===== src/rtl/bpa_pkg.sv =====
// Shared constants, codes and types of the buddy page allocator.
package bpa_pkg;

   localparam int TABLE_ENTRIES = 1024;
   localparam int ORDER_COUNT   = 11;
   localparam int PAGE_NUM_BITS = 20;

   localparam int IDX_W   = $clog2(TABLE_ENTRIES);
   localparam int LINK_W  = IDX_W + 1;
   localparam int CNT_W   = IDX_W + 1;
   localparam int SIZE_W  = 21;
   localparam int REQ_W   = 16;
   localparam int SPLIT_W = 16;
   localparam int K_W     = 5;
   localparam int CMP_W   = (CNT_W > K_W) ? CNT_W : K_W;
   localparam int CSR_A_W = 2;

   localparam logic [LINK_W-1:0]  NIL       = LINK_W'(TABLE_ENTRIES);
   localparam logic [REQ_W-1:0]   MAX_REQ   = REQ_W'(1 << (ORDER_COUNT - 1));
   localparam logic [SPLIT_W-1:0] SPLIT_CAP = SPLIT_W'(32768);

   // operation codes
   localparam logic [1:0] FUNC_ALLOC = 2'd0;
   localparam logic [1:0] FUNC_FREE  = 2'd1;
   localparam logic [1:0] FUNC_INIT  = 2'd2;

   // result status codes
   localparam logic [2:0] ST_OK        = 3'd0;
   localparam logic [2:0] ST_BAD_SIZE  = 3'd1;
   localparam logic [2:0] ST_NO_FIT    = 3'd2;
   localparam logic [2:0] ST_FULL      = 3'd3;
   localparam logic [2:0] ST_NOT_FOUND = 3'd4;

   // register indexes
   localparam logic [CSR_A_W-1:0] CSR_A_START = 2'd0;
   localparam logic [CSR_A_W-1:0] CSR_A_PAGES = 2'd1;
   localparam logic [CSR_A_W-1:0] CSR_B_START = 2'd2;
   localparam logic [CSR_A_W-1:0] CSR_B_PAGES = 2'd3;

   typedef struct packed {
      logic [1:0]               func;
      logic [REQ_W-1:0]         req_pages;
      logic [PAGE_NUM_BITS-1:0] free_page;
   } req_type;

   typedef struct packed {
      logic [2:0]               status;
      logic [PAGE_NUM_BITS-1:0] page;
   } rsp_type;

   typedef struct packed {
      logic [PAGE_NUM_BITS-1:0] a_start;
      logic [SIZE_W-1:0]        a_pages;
      logic [PAGE_NUM_BITS-1:0] b_start;
      logic [SIZE_W-1:0]        b_pages;
   } cfg_type;

   typedef enum logic [4:0] {
      OP_NONE, OP_LOAD, OP_DISP, OP_RD, OP_RDNX, OP_ACHK, OP_PINIT, OP_PSTEP,
      OP_KSTEP, OP_CAP, OP_POP, OP_PWR, OP_PLNK, OP_FITWR, OP_FCHK, OP_MCHK,
      OP_NOTFOUND, OP_INITA, OP_INITB, OP_INITL, OP_OUT
   } op_type;

   typedef struct packed {
      op_type op;
   } cmd_type;

   typedef struct packed {
      logic [1:0] func;
      logic       f_ok;
      logic       cur_nil;
      logic       hit;
      logic       fit_found;
      logic       p_done;
      logic       k_done;
      logic       full;
      logic       last_piece;
      logic       match;
      logic       link_nil;
      logic       merge;
      logic       need_il;
      logic       rsp_free;
   } sts_type;

endpackage


===== src/rtl/bpa_ctrl.sv =====
// Sequencer of the buddy page allocator: walks, sizing, carving, merging, init.
module bpa_ctrl (
   input  logic             clock,
   input  logic             reset,
   input  logic             req_valid,
   output logic             req_stall,
   input  bpa_pkg::sts_type sts,
   output bpa_pkg::cmd_type cmd
);

   typedef enum logic [19:0] {
      S_IDLE   = 20'h00001,
      S_DISP   = 20'h00002,
      S_A_RD   = 20'h00004,
      S_A_CHK  = 20'h00008,
      S_A_END  = 20'h00010,
      S_A_P    = 20'h00020,
      S_A_K    = 20'h00040,
      S_A_CAP  = 20'h00080,
      S_POP    = 20'h00100,
      S_PWR    = 20'h00200,
      S_PLNK   = 20'h00400,
      S_FIT    = 20'h00800,
      S_F_RD   = 20'h01000,
      S_F_CHK  = 20'h02000,
      S_M_RD   = 20'h04000,
      S_M_CHK  = 20'h08000,
      S_INIT_A = 20'h10000,
      S_INIT_B = 20'h20000,
      S_INIT_L = 20'h40000,
      S_DONE   = 20'h80000
   } state_type;

   state_type state_ff, state_in;

   assign req_stall = (state_ff != S_IDLE);

   always_comb begin
      state_in = state_ff;
      cmd.op   = bpa_pkg::OP_NONE;
      unique case (state_ff)
         S_IDLE: begin
            if (req_valid) begin
               cmd.op   = bpa_pkg::OP_LOAD;
               state_in = S_DISP;
            end
         end
         S_DISP: begin
            cmd.op = bpa_pkg::OP_DISP;
            unique case (sts.func)
               bpa_pkg::FUNC_ALLOC: state_in = sts.f_ok ? S_A_RD : S_DONE;
               bpa_pkg::FUNC_FREE:  state_in = S_F_RD;
               bpa_pkg::FUNC_INIT:  state_in = S_INIT_A;
               default:             state_in = S_DONE;
            endcase
         end
         S_A_RD: begin
            if (sts.cur_nil) begin
               state_in = S_A_END;
            end else begin
               cmd.op   = bpa_pkg::OP_RD;
               state_in = S_A_CHK;
            end
         end
         S_A_CHK: begin
            cmd.op   = bpa_pkg::OP_ACHK;
            state_in = sts.hit ? S_DONE : S_A_RD;
         end
         S_A_END: begin
            cmd.op   = bpa_pkg::OP_PINIT;
            state_in = sts.fit_found ? S_A_P : S_DONE;
         end
         S_A_P: begin
            cmd.op   = bpa_pkg::OP_PSTEP;
            state_in = sts.p_done ? S_A_K : S_A_P;
         end
         S_A_K: begin
            cmd.op   = bpa_pkg::OP_KSTEP;
            state_in = sts.k_done ? S_A_CAP : S_A_K;
         end
         S_A_CAP: begin
            cmd.op   = bpa_pkg::OP_CAP;
            state_in = sts.full ? S_DONE : S_POP;
         end
         S_POP: begin
            cmd.op   = bpa_pkg::OP_POP;
            state_in = S_PWR;
         end
         S_PWR: begin
            cmd.op   = bpa_pkg::OP_PWR;
            state_in = S_PLNK;
         end
         S_PLNK: begin
            cmd.op   = bpa_pkg::OP_PLNK;
            state_in = sts.last_piece ? S_FIT : S_POP;
         end
         S_FIT: begin
            cmd.op   = bpa_pkg::OP_FITWR;
            state_in = S_DONE;
         end
         S_F_RD: begin
            if (sts.cur_nil) begin
               cmd.op   = bpa_pkg::OP_NOTFOUND;
               state_in = S_DONE;
            end else begin
               cmd.op   = bpa_pkg::OP_RD;
               state_in = S_F_CHK;
            end
         end
         S_F_CHK: begin
            cmd.op   = bpa_pkg::OP_FCHK;
            state_in = sts.match ? S_M_RD : S_F_RD;
         end
         S_M_RD: begin
            if (sts.link_nil) begin
               state_in = S_DONE;
            end else begin
               cmd.op   = bpa_pkg::OP_RDNX;
               state_in = S_M_CHK;
            end
         end
         S_M_CHK: begin
            cmd.op   = bpa_pkg::OP_MCHK;
            state_in = sts.merge ? S_M_RD : S_DONE;
         end
         S_INIT_A: begin
            cmd.op   = bpa_pkg::OP_INITA;
            state_in = S_INIT_B;
         end
         S_INIT_B: begin
            cmd.op   = bpa_pkg::OP_INITB;
            state_in = sts.need_il ? S_INIT_L : S_DONE;
         end
         S_INIT_L: begin
            cmd.op   = bpa_pkg::OP_INITL;
            state_in = S_DONE;
         end
         S_DONE: begin
            if (sts.rsp_free) begin
               cmd.op   = bpa_pkg::OP_OUT;
               state_in = S_IDLE;
            end
         end
         default: state_in = S_IDLE;
      endcase
   end

   always_ff @(posedge clock) begin
      if (reset) state_ff <= S_IDLE;
      else       state_ff <= state_in;
   end

endmodule


===== config.mk =====
export PLATFORM = sky130hd
export DESIGN_NAME = bpa_ctrl
export DESIGN_NICKNAME = d
export VERILOG_FILES = /design/src/rtl/bpa_pkg.sv /design/src/rtl/bpa_ctrl.sv
export SDC_FILE = /design/constraint.sdc
export NUM_CORES = 1
export LEC_CHECK = 0
export BUFFER_PORTS_ARGS = -buffer_cell sky130_fd_sc_hd__buf_2
export CORE_UTILIZATION = 62
export CTS_BUF_LIST = sky130_fd_sc_hd__clkbuf_2
export CTS_CLUSTER_SIZE = 10
export DETAILED_ROUTE_END_ITERATION = 7
export GPL_ROUTABILITY_DRIVEN = 1
export GPL_TIMING_DRIVEN = 0
export PLACE_DENSITY = 0.87
export SYNTH_ARGS = -nofsm -noshare
export SYNTH_HDL_FRONTEND = slang
export SYNTH_SLANG_ARGS = --single-unit

===== constraint.sdc =====
create_clock -name clock -period 4.72 [get_ports clock]
set_clock_uncertainty 0.15 [all_clocks]
set_input_delay 0.708 -clock clock [delete_from_list [all_inputs] [get_ports clock]]
set_output_delay 0.708 -clock clock [all_outputs]
set_load 0.005 [all_outputs]

==> flow_summary_export.csv <==
group,metric,value,unit
critical_path,critical_path_arrival,2490,ps
sta,timing.final.hold_violations,0,
route,drt-initial-drc-count,77,
floorplanning,die_area,0.00249,mm²
critical_path,path_class,"reg -> out",
clock_tree,clock_latency,330,ps
cells_and_area,num_antenna_cells,0,
sta,setup_total_negative_slack,0,ps
power_and_ir_drop,power_switching_share,0.293,
critical_path,critical_path.endpoint_type,"primary output",
route,antenna_violating_nets_post_route,0,
critical_path,worst_setup_endpoint,"cmd[0]",
critical_path,r2r-end,"state_ff[0]",
clock_tree,cts.root.buffer_cell,"clkbuf_2",
route,vias_per_cell,6.69,
cells_and_area,nNetsFinal,216,
yosys,post-synth-top-area-cell,"dfxtp_1",
clock_tree,cts_resized,0,
floorplanning,boundaryPins,24,
sta,rsz_0062_raised_after_global_routing,"false",
critical_path,rr_startpoint,"state_ff[10]",
critical_path,cp_cell_sequence,"buf_2, nor4_4, nand4_1, nor4_1, nor4_1, nand3b_1, or3_1, buf_2",
clock_tree,cts_max_path_buffers,2,
global_routing,pin_count_of_the_biggest_net_entering_global_routing,12,
sta,layout_min_cycle_time,3350,ps
power_and_ir_drop,combinationalPowerShare,0.191,
cells_and_area,syn_to_final_growth,11.5,%
yosys,post-synth-top-count-cell,"nor2_1",
power_and_ir_drop,seq_power_share,0.576,
power_and_ir_drop,switching_power_total,89.2,µW
yosys,number_of_warnings_printed_during_yosys_synthesis,0,
placement,gp_congestion,0.951,
yosys,synth_largest_type_area_fraction,0.282,
global_routing,groute.layer.met2.usage,0.525,
outcome,outcome,"completed",
power_and_ir_drop,ir_drop,0.164,mV
yosys,async_reset_ff_frac,0,
hold_path,timing.hold.worst.class,"reg -> reg",
critical_path,reg2reg_setup_slack,2390,ps
power_and_ir_drop,power_density,192,mW/mm²
critical_path,setup.worst_path.start,"state_ff[10]",
sta,setup_viol,0,
global_routing,initial_antenna_violation_count,0,
critical_path,critical_path_required,3860,ps
global_routing,grt_pass1_vias,1330,
flow_run,max_cap_viol_count,0,
power_and_ir_drop,p_int,215,µW
critical_path,worst-path-stages,8,
global_routing,grt_pass1_wl,5.97,mm
global_routing,grt-busiest-layer,"met2",
route,drt_pre_antenna_iters,4,
yosys,number_of_enable_flip_flop_cells_after_synthesis,0,
yosys,ys_top_cells_by_area,"dfxtp_1 (28%), nor4_4 (7.5%), nor2_1 (6.6%)",
critical_path,worstPathBufferInverterCount,2,
floorplanning,rows,16,
yosys,synth_seq_area_share,0.282,
sta,worstMarginPinSlew,546,ps
power_and_ir_drop,post-layout-total-power,304,µW
critical_path,path_delay_family,"simple AND/OR/NAND/NOR gates",
critical_path,cpPeakStageDelay,480,ps
power_and_ir_drop,total_leakage_power,0.662,nW
power_and_ir_drop,power.clock.fraction,0.233,
route,routed-via-count,1478,
yosys,synthesis.instances,168,
global_routing,global_route_met1_usage,0.395,
yosys,most_used_flip_flop_cell_after_synthesis,"dfxtp_1",
clock_tree,path_clk_slew,200,ps
floorplanning,initial_standard_cell_utilization_of_the_core,0.689,
cells_and_area,final_layout_size_suffix_gt1_frac,0.216,
yosys,flip_flop_and_latch_count_after_synthesis,20,
yosys,syn_nets,189,
critical_path,cp_max_fo,7,
cells_and_area,largest_reg_flops,20,
clock_tree,tritoncts,"built",
global_routing,globalRouteOverflowTotal,0,
route,detail_route.wl_per_cell,16.6,µm
floorplanning,chipWidth,49.9,µm
critical_path,critical_path.slowest_cell,"nor4_4",
yosys,postSynthAreaPerCell,8.45,µm²
placement,dp_hpwl,2.91,mm
cells_and_area,registers.top_by_ff_count,"state_ff",
clock_tree,cts.repair_timing.setup_buffer_count,0,
critical_path,critical_path.startpoint_type,"register",
global_routing,met3_usage,0.0802,
sta,layout_worst_path_cycle_share,0.710,
clock_tree,cts.hold.buffers_added,0,
floorplanning,core_area,0.00206,mm²
cells_and_area,registers_with_the_most_flip_flops,"state_ff (20)",
route,detail_route.wirelength,3.66,mm
sta,slew_viol_final,0,
sta,max-slew-margin-rel,0.633,
floorplanning,floorplan.die.height,49.9,µm
global_routing,groute.usage.overall,0.313,
sta,max_freq,298,MHz
clock_tree,number_of_sinks_driven_by_the_clock_tree,20,
cells_and_area,layout.filler_cells,154,
critical_path,timing.reg2reg.worst_path_depth,7,
route,detail_route.drc_violations,0,
yosys,post_synth_instance_area,0.00142,mm²
placement,place.port_buffers,22,
yosys,post_synth_num_cell_types,47,
yosys,synth.top_cells.by_count,"nor2_1 (25), dfxtp_1 (20), inv_1 (11), nand2_1 (9), nor4_1 (8)",
clock_tree,cts_inserted_buffers,3,
clock_tree,ctsHtreeMaxLevel,1,
## worst min-delay path: stages, from the launching register on
cell and delay (ps):
dfxtp_1 410, nand3b_1 130, nor2_1 40
## how the worst min path moves through the flow
stage              endpoint  slack (ps)        start  depth (start not counted)
2_1_floorplan  state_ff[10]         380  state_ff[9]                          2
3_3_place_gp    state_ff[9]         400  state_ff[8]                          2
3_5_place_dp   state_ff[10]         410  state_ff[9]                          2
4_1_cts         state_ff[7]         430  state_ff[6]                          2
5_1_grt        state_ff[13]         460      sts[11]                          2
6_report        state_ff[9]         410  state_ff[8]                          2
## cells in the final DEF, fill, tap and decap left out, types with 3 or more instances in the layout
| cell | n |
|---|---|
| buf_2 | 23 |
| nor2_1 | 25 |
| nor4_4 | 5 |
| nand2_1 | 9 |
| nor3_1 | 7 |
| ha_1 | 3 |
| dfxtp_1 | 20 |
| nand2b_1 | 6 |
| inv_1 | 11 |
| clkbuf_2 | 3 |
| o21ai_0 | 3 |
| nand4_1 | 3 |
| or4_1 | 3 |
| nor3b_1 | 3 |
| nand3b_1 | 5 |
| xnor2_1 | 3 |
| a22oi_1 | 3 |
| a21oi_1 | 7 |
| a31oi_1 | 4 |
| xor2_1 | 3 |
| nor4_1 | 8 |
## cell type report
class                           instances  area (µm²)  area share
Multi-Input combinational cell        133         955       0.603
Sequential cell                        20         400       0.253
Timing Repair Buffer                   22         110      0.0696
Inverter                               11        41.3      0.0261
Tap cell                               27        33.8      0.0213
Buffer                                  4        23.8      0.0150
Clock buffer                            3        15.0     0.00949
Clock inverter                          1        3.75     0.00237
## through the flow
stage | util | area, µm² | instances | setup slack [ps] | hold WS (ps)
4_1_cts | 0.768 | 1580 | 221 | 1440 | 433
5_1_grt | 0.768 | 1580 | 221 | 1220 | 458
3_5_place_dp | 0.758 | 1560 | 217 | 1840 | 407
2_1_floorplan | - | 1420 | 168 | 2200 | 376
6_report | 0.768 | 1580 | 221 | 1370 | 413
3_3_place_gp | 0.758 | 1560 | 217 | 1830 | 405
## power by group through the flow
stage	clock network, mW	registers (mW)	logic (mW)
finish	0.0709	0.175	0.0580
global route	0.0783	0.175	0.0624
CTS	0.0724	0.175	0.0568
detailed placement	0	0.178	0.0567
global placement	0	0.178	0.0545
floorplan	0	0.177	0.0367
## kinds of logic after synthesis
logic type               share of synthesized area
AO/OA/AOI/OAI                                0.116
multiplexers                               0.00705
flip-flops                                   0.282
adder cells (fa/ha/maj)                     0.0264
buffers and inverters                       0.0458
XOR/XNOR                                    0.0370
AND/OR/NAND/NOR                              0.485
## routing by layer
metal  wire [µm]  part of all wire  vias up
met5           0                 0        -
met4          82             0.022        0
met3         243             0.066       14
met2        1760              0.48       72
met1        1570              0.43      702
li1            -                 -      690
Note: power is estimated with default switching activity, not from simulation.
